`config.mk`:
```
export PLATFORM = sky130hd
export DESIGN_NAME = svgp_frac_div_pipe
export DESIGN_NICKNAME = d
export VERILOG_FILES = /design/src/design/svgp_frac_div_pipe.sv
export SDC_FILE = /design/constraint.sdc
export NUM_CORES = 2
export LEC_CHECK = 0
export ABC_AREA = 1
export ABC_CLOCK_PERIOD_IN_PS = 2000
export BUFFER_PORTS_ARGS = -buffer_cell sky130_fd_sc_hd__buf_4
export CAP_MARGIN = 20
export CELL_PAD_IN_SITES_DETAIL_PLACEMENT = 1
export CELL_PAD_IN_SITES_GLOBAL_PLACEMENT = 2
export CORE_MARGIN = 2
export CORE_UTILIZATION = 32
export CTS_CLUSTER_DIAMETER = 100
export CTS_CLUSTER_SIZE = 24
export DETAILED_ROUTE_END_ITERATION = 16
export PLACE_DENSITY = 0.73
export SETUP_SLACK_MARGIN = 0.15
export SLEW_MARGIN = 20
export SYNTH_ARGS = -nofsm -noshare
export SYNTH_HDL_FRONTEND = slang
export SYNTH_SLANG_ARGS = --single-unit
export TNS_END_PERCENT = 20
```
`constraint.sdc`:
```
create_clock -name clk -period 2 [get_ports clk]
set_input_delay 0.1 -clock clk [delete_from_list [all_inputs] [get_ports clk]]
set_output_delay 0.1 -clock clk [all_outputs]
set_load 0.02 [all_outputs]
```
`src/design/svgp_frac_div_pipe.sv`:
```
`default_nettype none
// ----------------------------------------------------------------------------
// svgp_frac_div_pipe
// Pipelined fractional divider: floor(num * 2^QB / den) for num <= den,
// one quotient bit per stage, several lanes with a side payload.
// ----------------------------------------------------------------------------
module svgp_frac_div_pipe #(
	parameter int W      = 34,
	parameter int QB     = 16,
	parameter int LANES  = 1,
	parameter int SIDE_W = 1
) (
	input  wire logic                        clk,
	input  wire logic                        arst_n,
	input  wire logic                        en,
	input  wire logic                        in_valid,
	input  wire logic [LANES-1:0][W-1:0]     num,
	input  wire logic [LANES-1:0][W-1:0]     den,
	input  wire logic [SIDE_W-1:0]           side_in,
	output logic                             out_valid,
	output logic [LANES-1:0][QB:0]           quot,
	output logic [SIDE_W-1:0]                side_out
);

	localparam int STEPS = QB + 1;

	logic                     vld_s  [1:STEPS];
	logic [LANES-1:0][W-1:0]  rem_s  [1:STEPS];
	logic [LANES-1:0][W-1:0]  den_s  [1:STEPS];
	logic [LANES-1:0][QB:0]   q_s    [1:STEPS];
	logic [SIDE_W-1:0]        side_s [1:STEPS];

	for (genvar k = 0; k < STEPS; k++) begin : g_step
		localparam bit FIRST = (k == 0);

		logic                    cur_v;
		logic [LANES-1:0][W-1:0] cur_rem;
		logic [LANES-1:0][W-1:0] cur_den;
		logic [LANES-1:0][QB:0]  cur_q;
		logic [SIDE_W-1:0]       cur_side;
		logic [LANES-1:0][W-1:0] nrem;
		logic [LANES-1:0][QB:0]  nq;

		if (k == 0) begin : g_first
			assign cur_v    = in_valid;
			assign cur_rem  = num;
			assign cur_den  = den;
			assign cur_q    = '0;
			assign cur_side = side_in;
		end else begin : g_next
			assign cur_v    = vld_s[k];
			assign cur_rem  = rem_s[k];
			assign cur_den  = den_s[k];
			assign cur_q    = q_s[k];
			assign cur_side = side_s[k];
		end

		// integer part first, then one fraction bit per step
		always_comb begin
			logic [W:0] t;
			logic [W:0] diff;
			logic       ge;
			for (int l = 0; l < LANES; l++) begin
				t     = FIRST ? {1'b0, cur_rem[l]} : {cur_rem[l], 1'b0};
				diff  = t - {1'b0, cur_den[l]};
				ge    = (t >= {1'b0, cur_den[l]});
				nrem[l] = ge ? diff[W-1:0] : t[W-1:0];
				nq[l]   = {cur_q[l][QB-1:0], ge};
			end
		end

		always_ff @(posedge clk or negedge arst_n) begin
			if (!arst_n) begin
				vld_s[k+1] <= 1'b0;
			end else if (en) begin
				vld_s[k+1] <= cur_v;
			end
		end

		always_ff @(posedge clk) begin
			if (en) begin
				rem_s[k+1]  <= nrem;
				den_s[k+1]  <= cur_den;
				q_s[k+1]    <= nq;
				side_s[k+1] <= cur_side;
			end
		end
	end

	assign out_valid = vld_s[STEPS];
	assign quot      = q_s[STEPS];
	assign side_out  = side_s[STEPS];

endmodule
`default_nettype wire

```
==> flow_metrics.tcl <==
set metrics [dict create \
    dr.max_layer_used "met5" \
    drv_cap 0 \
    routabilityCongestion 0.928 \
    wl_met3_um 12000 \
    drt_iter0_markers 5085 \
    hpwl_um 317000 \
    numCtsBuffers 97 \
    gr-total-overflow 0 \
    fin_crit_ns 2.56 \
    finalHoldViolations 0 \
    avgSynthCellArea_um2 7.51 \
    startpoint_type "register" \
    drive_above_1_share_pct 41.6 \
    hold_path_class "in -> reg" \
    p_leak_nw 71.1 \
    final_cells 19686 \
    die_h_um 527 \
    whs_ns 0.0553 \
    final_util_pct 51.9 \
    clkSinkCount 1275 \
    rows 192 \
    cts_tree "done" \
    drc 0 \
    root_buffer "clkbuf_16" \
    ys_async_sr_fraction_pct 1.33 \
    finalMaxSlewViolations 0 \
    finalClockSkew_ns 0.0513 \
    coreArea_mm2 0.273 \
    critPathRequiredTime_ns 2.62 \
    yosysWarnings 0 \
    wl_met1_um 176000 \
    synth.largest_area_cell "edfxtp_1" \
    syn_nets 12345 \
    io_pins 92 \
    port_buffers 91 \
    synth-seq-cells 1275 \
    die_area_mm2 0.278 \
    cp_max_fo 8 \
    synthTopCellsByCount "nand2_1 (4645), inv_1 (2140), edfxtp_1 (1258)" \
    synthesis.area_mm2 0.0877 \
    synthTopCellsByArea "edfxtp_1 (43%), nand2_1 (20%), inv_1 (9.2%), ha_1 (8.2%), nor2_1 (3.9%)" \
    cp_data_arrival_time_ns 3.18 \
    grt_pass1_vias 98254 \
    grt_pass1_wl_um 589000 \
    synth.top_cell.area_share_pct 43.1 \
    dpl-instance-area_mm2 0.121 \
    grt_setup_unrepaired "yes" \
    design_area_mm2 0.142 \
    via_count 93428 \
    grt_antenna_before_repair 11 \
    initial_core_util_pct 32.1 \
    violations "setup timing" \
    path_clk_slew_ns 0.09 \
    grt_max_degree 101 \
    max_freq_ghz 0.391 \
    die_x_um 527 \
    nNetsFinal 16695 \
    cp-end-kind "register" \
    synth_edf_count 1258 \
    dp_cells 18700 \
    clockBufferDepth 4 \
    vdd.ir_drop.worst_v 0.000945 \
    synthCells 11679 \
    yosysSeqAreaShare_pct 43.6 \
    drt-vias-per-instance 4.75 \
    tightest_slew_ns 0.762 \
    yosysMostFrequentCell "nand2_1" \
    ys_types 44 \
    grt_usage_pct 27.7 \
    worst_slack_ns -0.558 \
    relSlewSlack_pct 49.0 \
    setup_violations 561 \
    min_period_over_period_pct 128 \
    routedWlPerCell_um 20.8 \
    drt_pass1_iterations 5 \
    routed_wl_um 410000 \
    outcome "finished, violations left" \
    final_antenna_net_count 0 \
    p_per_area_mw_per_mm2 1530 \
    clk_latency_ns 0.89 \
    dr_wl_met2_um 207000 \
    fin_total_pwr_w 0.217 \
    syn_to_final_growth_pct 61.7 \
    criticalPathCategory "reg -> reg" \
    ys.flop_type "edfxtp_1" \
    htreeDepth 3 \
]
## worst paths after layout
path,from,to,slack (ns),cells past startpoint
min,den[21],rem_s[0][55],0.06,7
max in group asynchronous,arst_n,g_step[3].cur_v,1.09,3
min reg2reg,side_s[0][3],side_s[0][4],0.41,0
max,den_s[0][270],rem_s[0][286],-0.56,13
min in group asynchronous,arst_n,g_step[1].cur_v,0.43,3
max reg2reg,den_s[0][270],rem_s[0][286],-0.56,13
## cells in the final DEF (no fill, tap or decap), drive strengths merged, types with 41 or more instances in the layout
master       instances
dlygate4sd3         83
a21oi              472
o21ai              201
inv               2225
nand2             4747
xor2               246
nor2               958
nand3              546
clkbuf             122
nor3                80
buf               4232
nand4               64
edfxtp            1258
xnor2               41
ha                 577
nand3b             107
## logic make-up after synthesis
kind of cell,Yosys count,synth area share [%]
adders and majority gates,593,8.60
muxes,3,0.0385
AOI/OAI and AO/OA,709,4.16
and+or+nand+nor,6529,30.2
DFF,1275,43.6
xor gates and xnor gates,287,2.87
buffers and inverters,2283,10.5
## registers in the layout, indices dropped and copies added (netlist names)
name          cells
out_valid         1
side_s           17
q_s             153
den_s           544
g_step.cur_v     16
rem_s           544
## critical path: stages, from the launching register on
cell,delay [ns]
edfxtp_1,0.43
inv_1,0.11
ha_4,0.21
buf_4,0.14
inv_1,0.09
o21bai_1,0.13
a21oi_1,0.28
o21ai_2,0.12
a21oi_4,0.19
nand2_8,0.14
buf_6,0.15
buf_12,0.15
nand2_4,0.07
nand2_4,0.06
## timing repair
item | 4_1_cts | 5_1_grt
gates cloned | 26 | 25
endpoints found under the setup margin | 526 | 561
endpoints found under the hold margin | 559 | 0
gates resized for setup | 1131 | 1384
pin swaps | 250 | 382
setup buffers | 278 | 407
hold buffers | 83 | 0
## metal layers
| layer | vias to the layer above | global-route usage (%) |
|---|---|---|
| li1 | 45290 | - |
| met1 | 45989 | 35.1 |
| met2 | 1565 | 50.1 |
| met3 | 580 | 1.86 |
| met4 | 4 | 8.24 |
| met5 | - | 0 |
## area by class of cell
| cell class | instances | area [um2] |
|---|---|---|
| fillers | 32484 | 131000 |
| multi-input cells | 8121 | 52200 |
| flip-flops and latches | 1275 | 38200 |
| repair buffers | 4333 | 34800 |
| inverters | 2182 | 8430 |
| well taps | 3589 | 4490 |
| clock buffers | 105 | 2500 |
| clock inverters | 58 | 858 |
| repair inverters | 19 | 254 |
| diodes | 4 | 10.0 |
## power breakdown
part / total [W] / switching [W] / internal, W
combinational: 0.149 / 0.0778 / 0.0709
sequential: 0.0469 / 0.00725 / 0.0396
clock: 0.0219 / 0.0117 / 0.0101
total: 0.217 / 0.0968 / 0.121
## metrics by stage
stage | TNS (ns) | setup slack, ns
after floorplan | -1.76 | -0.0163
after global placement | -328.02 | -0.964
after detailed placement | -344.25 | -0.970
after CTS | -210.25 | -0.507
after global routing | -255.79 | -0.682
final | -208.99 | -0.558
Power figures use the tool's default switching activity.
